## config.mk

```make
export PLATFORM = sky130hd
export DESIGN_NAME = insertion_sorter_dir_flat
export DESIGN_NICKNAME = d
export VERILOG_FILES = /design/src/hdl/isc_pkg.sv /design/src/hdl/isc_if.sv /design/src/hdl/insertion_sorter_dir.sv /design/src/hdl/isc_cell.sv /design/src/hdl/isc_chain.sv /design/src/flat_wrapper.sv
export SDC_FILE = /design/constraint.sdc
export NUM_CORES = 2
export LEC_CHECK = 0
export ABC_AREA = 1
export ABC_CLOCK_PERIOD_IN_PS = 3900
export BUFFER_PORTS_ARGS = -buffer_cell sky130_fd_sc_hd__buf_4
export CAP_MARGIN = 15
export CORE_MARGIN = 1
export CORE_UTILIZATION = 50
export DETAILED_ROUTE_END_ITERATION = 12
export PLACE_DENSITY = 0.66
export SETUP_SLACK_MARGIN = 0.2
export SKIP_CTS_REPAIR_TIMING = 1
export SYNTH_ARGS = -nofsm -noshare
export SYNTH_HDL_FRONTEND = slang
export SYNTH_SLANG_ARGS = --single-unit
```

## constraint.sdc

```tcl
create_clock -name clk -period 3.9 [get_ports clk]
set_input_delay 0 -clock clk [delete_from_list [all_inputs] [get_ports clk]]
set_output_delay 0 -clock clk [all_outputs]
set_load 0.02 [all_outputs]
```

## src/hdl/isc_pkg.sv

```systemverilog
// ----------------------------------------------------------------------------
// isc_pkg: shared types and constants of the insertion sorter
// Set size, field widths, register map and the cell control struct.
// ----------------------------------------------------------------------------
package isc_pkg;

	// values per set
	localparam int COUNT   = 20;
	localparam int VAL_W   = 32;
	localparam int POS_W   = 6;

	// configuration port
	localparam int ADDR_W  = 3;
	localparam int DATA_W  = 32;
	localparam logic REG_DESCENDING = 1'b0;   // register index, taken from paddr[2]

	localparam logic [POS_W-1:0] LAST_POS = POS_W'(COUNT - 1);

	// control that every cell of a chain sees
	typedef struct packed {
		logic load;    // insert the broadcast value this cycle
		logic shift;   // move every value one cell toward the head
	} isc_ctl_t;

endpackage

```

## src/hdl/isc_if.sv

```systemverilog
// ----------------------------------------------------------------------------
// isc_item_if / isc_result_if: valid/ready channels of the sorter
// Input carries one value; output carries one sorted result.
// ----------------------------------------------------------------------------
interface isc_item_if;
	logic        valid;
	logic        ready;
	logic [31:0] value;

	modport source (output valid, output value, input ready);
	modport sink   (input valid, input value, output ready);
endinterface

interface isc_result_if;
	logic        valid;
	logic        ready;
	logic [31:0] sorted_value;
	logic [5:0]  position;
	logic        last;

	modport source (output valid, output sorted_value, output position, output last,
		input ready);
	modport sink   (input valid, input sorted_value, input position, input last,
		output ready);
endinterface

```

## src/hdl/insertion_sorter_dir.sv

```systemverilog
// ----------------------------------------------------------------------------
// insertion_sorter_dir: stable insertion sorter for sets of COUNT values
// Each accepted value is placed into two insertion chains, one
// kept ascending and one descending, both stable. The transaction that
// completes a set latches the order register and starts the drain: COUNT
// results, position 0 first, last set on the final one, one per cycle while
// the sink is ready, shifted out of the head of the chosen chain. Input is
// held off during the drain. Order register at byte address 0.
// ----------------------------------------------------------------------------
module insertion_sorter_dir import isc_pkg::*; (
	input  logic              clk,
	input  logic              arst_n,
	isc_item_if.sink          item,
	isc_result_if.source      result,
	input  logic              psel,
	input  logic              penable,
	input  logic              pwrite,
	input  logic [ADDR_W-1:0] paddr,
	input  logic [DATA_W-1:0] pwdata,
	output logic [DATA_W-1:0] prdata,
	output logic              pready
);

	logic             descending_q;
	logic             use_desc_q;
	logic             draining_q;
	logic [POS_W-1:0] fill_q;
	logic [POS_W-1:0] pos_q;
	logic             item_acc;
	logic             result_acc;
	logic             set_done;
	isc_ctl_t         ctl;
	logic [VAL_W-1:0] head_asc;
	logic [VAL_W-1:0] head_desc;

	// configuration register
	assign pready = 1'b1;
	always_ff @(posedge clk or negedge arst_n) begin
		if (!arst_n) begin
			descending_q <= 1'b0;
		end else if (psel && penable && pwrite && paddr[2] == REG_DESCENDING) begin
			descending_q <= pwdata[0];
		end
	end
	assign prdata = (paddr[2] == REG_DESCENDING) ? {{(DATA_W-1){1'b0}}, descending_q}
		: '0;

	// handshakes
	assign item.ready   = !draining_q;
	assign item_acc     = item.valid && !draining_q;
	assign result_acc   = draining_q && result.ready;
	assign set_done     = item_acc && fill_q == LAST_POS;
	assign ctl.load     = item_acc;
	assign ctl.shift    = result_acc;

	// fill count, drain control and latched order
	always_ff @(posedge clk or negedge arst_n) begin
		if (!arst_n) begin
			fill_q     <= '0;
			pos_q      <= '0;
			draining_q <= 1'b0;
			use_desc_q <= 1'b0;
		end else begin
			if (set_done) begin
				fill_q     <= '0;
				pos_q      <= '0;
				draining_q <= 1'b1;
				use_desc_q <= descending_q;
			end else if (item_acc) begin
				fill_q <= fill_q + 1'b1;
			end
			if (result_acc) begin
				pos_q <= pos_q + 1'b1;
				if (pos_q == LAST_POS) begin
					draining_q <= 1'b0;
				end
			end
		end
	end

	// ascending and descending chains
	isc_chain u_chain_asc (
		.clk        (clk),
		.ctl        (ctl),
		.desc_order (1'b0),
		.fill       (fill_q),
		.x          (item.value),
		.head       (head_asc)
	);

	isc_chain u_chain_desc (
		.clk        (clk),
		.ctl        (ctl),
		.desc_order (1'b1),
		.fill       (fill_q),
		.x          (item.value),
		.head       (head_desc)
	);

	// result from the chosen head
	assign result.valid        = draining_q;
	assign result.sorted_value = use_desc_q ? head_desc : head_asc;
	assign result.position     = pos_q;
	assign result.last         = pos_q == LAST_POS;

	// no insertion while draining, set start empty
	a_drain_empty: assert property (@(posedge clk) disable iff (!arst_n)
		draining_q |-> fill_q == '0)
		else $error("fill count not empty during drain");

	a_fill_range: assert property (@(posedge clk) disable iff (!arst_n)
		fill_q <= LAST_POS)
		else $error("fill count beyond set size");

	a_last_ends: assert property (@(posedge clk) disable iff (!arst_n)
		(result_acc && result.last) |=> (item.ready && pos_q == '0 || pos_q == POS_W'(COUNT)))
		else $error("drain did not end after last result");

	a_done_drains: assert property (@(posedge clk) disable iff (!arst_n)
		set_done |=> (draining_q && pos_q == '0))
		else $error("completed set did not start draining");

endmodule

```

## src/hdl/isc_cell.sv

```systemverilog
// ----------------------------------------------------------------------------
// isc_cell: one slot of the insertion chain
// Holds one value; on insert it keeps its value, takes the new one or takes
// its upper neighbor's; on drain it takes its lower neighbor's value.
// ----------------------------------------------------------------------------
module isc_cell import isc_pkg::*; (
	input  logic             clk,
	input  isc_ctl_t         ctl,
	input  logic             desc_order,
	input  logic             occupied,
	input  logic [VAL_W-1:0] x,
	input  logic [VAL_W-1:0] prev_val,
	input  logic             prev_ins,
	input  logic [VAL_W-1:0] next_val,
	output logic [VAL_W-1:0] val,
	output logic             ins
);

	logic [VAL_W-1:0] val_q;

	// new value belongs in front of this slot (strict compare keeps ties stable)
	always_comb begin
		ins = !occupied || (desc_order ? (val_q < x) : (val_q > x));
	end

	// insert or drain
	always_ff @(posedge clk) begin
		if (ctl.load && ins) begin
			val_q <= prev_ins ? prev_val : x;
		end else if (ctl.shift) begin
			val_q <= next_val;
		end
	end

	assign val = val_q;

endmodule

```

## src/hdl/isc_chain.sv

```systemverilog
// ----------------------------------------------------------------------------
// isc_chain: row of COUNT insertion cells kept in one fixed order
// The head cell holds sorted position 0.
// ----------------------------------------------------------------------------
module isc_chain import isc_pkg::*; (
	input  logic             clk,
	input  isc_ctl_t         ctl,
	input  logic             desc_order,
	input  logic [POS_W-1:0] fill,
	input  logic [VAL_W-1:0] x,
	output logic [VAL_W-1:0] head
);

	logic [VAL_W-1:0] val [COUNT];
	logic [COUNT-1:0] ins;
	logic [COUNT-1:0] occupied;

	for (genvar i = 0; i < COUNT; i++) begin : g_cell
		logic [VAL_W-1:0] prev_val;
		logic             prev_ins;
		logic [VAL_W-1:0] next_val;

		assign occupied[i] = POS_W'(i) < fill;

		if (i == 0) begin : g_head
			assign prev_val = x;
			assign prev_ins = 1'b0;
		end else begin : g_body
			assign prev_val = val[i-1];
			assign prev_ins = ins[i-1];
		end

		if (i == COUNT - 1) begin : g_tail
			assign next_val = val[i];
		end else begin : g_mid
			assign next_val = val[i+1];
		end

		isc_cell u_cell (
			.clk        (clk),
			.ctl        (ctl),
			.desc_order (desc_order),
			.occupied   (occupied[i]),
			.x          (x),
			.prev_val   (prev_val),
			.prev_ins   (prev_ins),
			.next_val   (next_val),
			.val        (val[i]),
			.ins        (ins[i])
		);
	end

	assign head = val[0];

endmodule
```

## src/flat_wrapper.sv

```systemverilog
// flat-port wrapper written by rule: the top's interface ports become plain ports
module insertion_sorter_dir_flat import isc_pkg::*;
  (clk, arst_n, psel, penable, pwrite, paddr, pwdata, prdata, pready, item_valid, item_value, item_ready, result_valid, result_sorted_value, result_position, result_last, result_ready);
  isc_item_if item_i ();
  isc_result_if result_i ();
  input  logic clk;
  input  logic arst_n;
  input  logic psel;
  input  logic penable;
  input  logic pwrite;
  input  logic [ADDR_W-1:0] paddr;
  input  logic [DATA_W-1:0] pwdata;
  output logic [DATA_W-1:0] prdata;
  output logic pready;
  input wire logic [$bits(item_i.valid)-1:0] item_valid;
  input wire logic [$bits(item_i.value)-1:0] item_value;
  output wire logic [$bits(item_i.ready)-1:0] item_ready;
  output wire logic [$bits(result_i.valid)-1:0] result_valid;
  output wire logic [$bits(result_i.sorted_value)-1:0] result_sorted_value;
  output wire logic [$bits(result_i.position)-1:0] result_position;
  output wire logic [$bits(result_i.last)-1:0] result_last;
  input wire logic [$bits(result_i.ready)-1:0] result_ready;
  assign item_i.valid = item_valid;
  assign item_i.value = item_value;
  assign item_ready = item_i.ready;
  assign result_valid = result_i.valid;
  assign result_sorted_value = result_i.sorted_value;
  assign result_position = result_i.position;
  assign result_last = result_i.last;
  assign result_i.ready = result_ready;
  insertion_sorter_dir u_core (.clk(clk), .arst_n(arst_n), .item(item_i), .result(result_i), .psel(psel), .penable(penable), .pwrite(pwrite), .paddr(paddr), .pwdata(pwdata), .prdata(prdata), .pready(pready));
endmodule
```

==> qor.txt <==
status -> finished with violations
violated checks -> DRC
fraction of registers with async set/reset -> 1.16%
Layout area overhead -> 8.81%
CTS tree -> built
mean post-synth cell area -> 7.35 um2
Hold Vio Cnt, Final -> 0
drt pass-1 iters -> 12
Initial DRC Count -> 11.4k
Synth Warn # -> 0
Cell Rows -> 164
crit-path max FO -> 37
max-slew violation count -> 0
crit path max-delay cell type -> inv_1
# port buffers -> 82
Routability Congestion -> 0.972
crit path capture type -> flop
most common cell in the netlist -> nand2_1
clk slew on worst S/H paths -> 60 ps
number of global-route vias before repair -> 91.2k
total wire length -> 375000 um
Worst slew margin -> 24.5%
Required @ worst endpoint -> 4610 ps
DR vias -> 96.4k
Hold Crit Class -> input pin to flop
Yosys reg bits -> 1295
fmax -> 0.297 GHz
WP buf/inv -> 4
fraction of layout cells with a size suffix above 1 -> 5.87%
CTS buffer count -> 160
crit path kind -> flop to flop
PwrDens -> 1010 nW/um2
nets -> 15.0k
total placed cells including tap cells -> 16.1k
WP data arrival -> 4080 ps
Initial Util -> 50.5%
Synth cell types -> 40
DRC viols -> 2
Root Driver -> clkbuf_16
total negative slack -> 0 ps
Die Ht -> 452 um
Most used DFF post-synth -> edfxtp_1
fill count -> 19.1k
CP Cell Sequence -> inv_1, nand2_1, clkinv_2, buf_12, nand2_1, inv_1, nand2_1, nand2_1
Setup WS post-layout -> 532 ps
fin crit share -> 86.4%
largest stage delay on the critical path -> 920 ps
register area share after synthesis -> 38.4%
largest net degree at the start of global routing -> 67
Slew @ Worst Pin -> 1130 ps
top cells by instance count after synthesis -> nand2_1, edfxtp_1, nand3_1
Die ar. -> 204000 um2
endpoints failing setup -> 0
pre-CTS setup slack -> 389 ps
Detail Route Antenna Nets -> 0
via-per-instance ratio -> 5.87
maximum buffer depth of the clock tree -> 3
LEAKAGE -> 0.0559 uW
Crit path max-delay family -> buffers and inverters
Tot GR Track Use -> 36.0%
Avg WL per Cell -> 22.9 um
Horiz. Die Dim -> 452 um
post-detail-place hpwl -> 264000 um
cell area after synthesis -> 101000 um2
Clock Skews -> 30.0 ps
Crit path top cell by count -> nand2_1
Final Critical Period -> 3370 ps
fin cells -> 16.4k
post-synth top area cell -> edfxtp_1
I/O pins -> 148
area of the core -> 200000 um2
grt total ovfl -> 0
critical path launch point type -> flop
Yosys top cell area share -> 38.0%
finished layout cell area -> 110000 um2
Synth area leaders -> edfxtp_1, nand2_1, ha_1
MaxCap Viol Count -> 0
CTS H-tree lvls -> 4
Post-synth EDFFs -> 1280
Cell Area, Placed -> 105000 um2
initial antenna violation count -> 7
first-pass GRT wire length -> 564000 um
IR drop worst, VDD -> 0.628 mV
RSZ-0062 raised after global routing -> no
Sinks on Clock Net -> 1295
Post-Syn Instances -> 13.8k
worst hold slack -> 26.4 ps
Clk Latency, worst-skew pair -> 850 ps
[path summary, 6_finish.rpt]
check                                                                   startpoint                                                 endpoint  slack, ps  cells past startpoint
max                                                  u_core.result.valid$_DFF_PN0_   u_core.u_chain_asc.g_cell[14].u_cell.val[26]$_DFFE_PP_        530                      8
min                                                                 item_value[17]    u_core.u_chain_asc.g_cell[0].u_cell.val[17]$_DFFE_PP_         30                      4
max reg2reg                                          u_core.result.valid$_DFF_PN0_   u_core.u_chain_asc.g_cell[14].u_cell.val[26]$_DFFE_PP_        530                      8
min reg2reg                u_core.u_chain_desc.g_cell[19].u_cell.val[12]$_DFFE_PP_  u_core.u_chain_desc.g_cell[18].u_cell.val[12]$_DFFE_PP_        550                      2
max in group asynchronous                                                   arst_n                             u_core.fill_q[2]$_DFFE_PN0P_       2550                      3
min in group asynchronous                                                   arst_n                    u_core.result.position[0]$_DFFE_PN0P_        720                      3
[worst reg2reg max path: stages, from the launching register on]
cell and delay, ps:
dfrtp_1 430, inv_1 500, nand2_1 220, clkinv_2 100, buf_12 380, nand2_1 410
inv_1 920, nand2_1 170, nand2_1 110
[power breakdown]
group          internal [uW]  switching [uW]  total, uW
Clock                   8410            6260      14700
Combinational          19000           40100      59100
Sequential             28100            8740      36800
[sequential cells by signal, summed over array words and instances, names as in the netlist]
| name | count |
|---|---|
| u_core.descending_q | 1 |
| u_core.fill_q | 6 |
| u_core.result.position | 6 |
| u_core.result.valid | 1 |
| u_core.u_chain_asc.g_cell.u_cell.val | 640 |
| u_core.u_chain_desc.g_cell.u_cell.val | 640 |
| u_core.use_desc_q | 1 |
[final cells by class]
| class | count | area (um2) | share of cell area, % |
|---|---|---|---|
| antenna | 5 | 12.5 | 0.0114 |
| clock buffer | 202 | 4350 | 3.95 |
| clock inverter | 85 | 612 | 0.556 |
| inverter | 428 | 1660 | 1.51 |
| multi-input combinational | 11308 | 57300 | 52.1 |
| sequential | 1295 | 38800 | 35.3 |
| tap | 2656 | 3320 | 3.02 |
| timing repair buffer | 438 | 3920 | 3.56 |
[cell families after synthesis]
family | after synthesis | synth area share (%)
compound gates | 935 | 4.89
xor+xnor | 1 | 0.00866
fa+ha+maj | 1263 | 15.6
buf+inv | 1188 | 5.13
flops | 1295 | 38.4
mux | 31 | 0.345
other cells | 2 | 0.00743
simple gates | 9046 | 35.6
[cells in the final DEF, fill, tap and decap left out, drive strengths merged, types with 37 or more instances in the layout]
cell    synthesis  final
nor2          362    362
o21ai         276    276
nand4          70     70
clkbuf        243    202
clkinv          0     95
ha           1263   1263
buf           517    412
inv           428    409
nor3           51     51
edfxtp       1280   1280
nand3        1272   1272
a21o           37     37
nand2        7280   7280
a21oi         580    580
[routing by layer]
metal | global-route usage (%) | vias up | routed length (um) | share of wire, %
li1 | - | 45213 | - | -
met1 | 46.1 | 45132 | 147000 | 39
met2 | 56.2 | 4972 | 164000 | 44
met3 | 7.07 | 1091 | 37500 | 10
met4 | 22.2 | 2 | 26400 | 7.0
met5 | 0 | - | 14 | 0.0037
[stage by stage]
step / utilization [%] / total power, uW
after global placement: 52.3 / 92200
after CTS: 54.8 / 109000
after detailed placement: 52.3 / 94500
after floorplan: - / 75400
final: 54.9 / 111000
after global routing: 54.9 / 119000
Note: power is estimated with default switching activity, not from simulation.
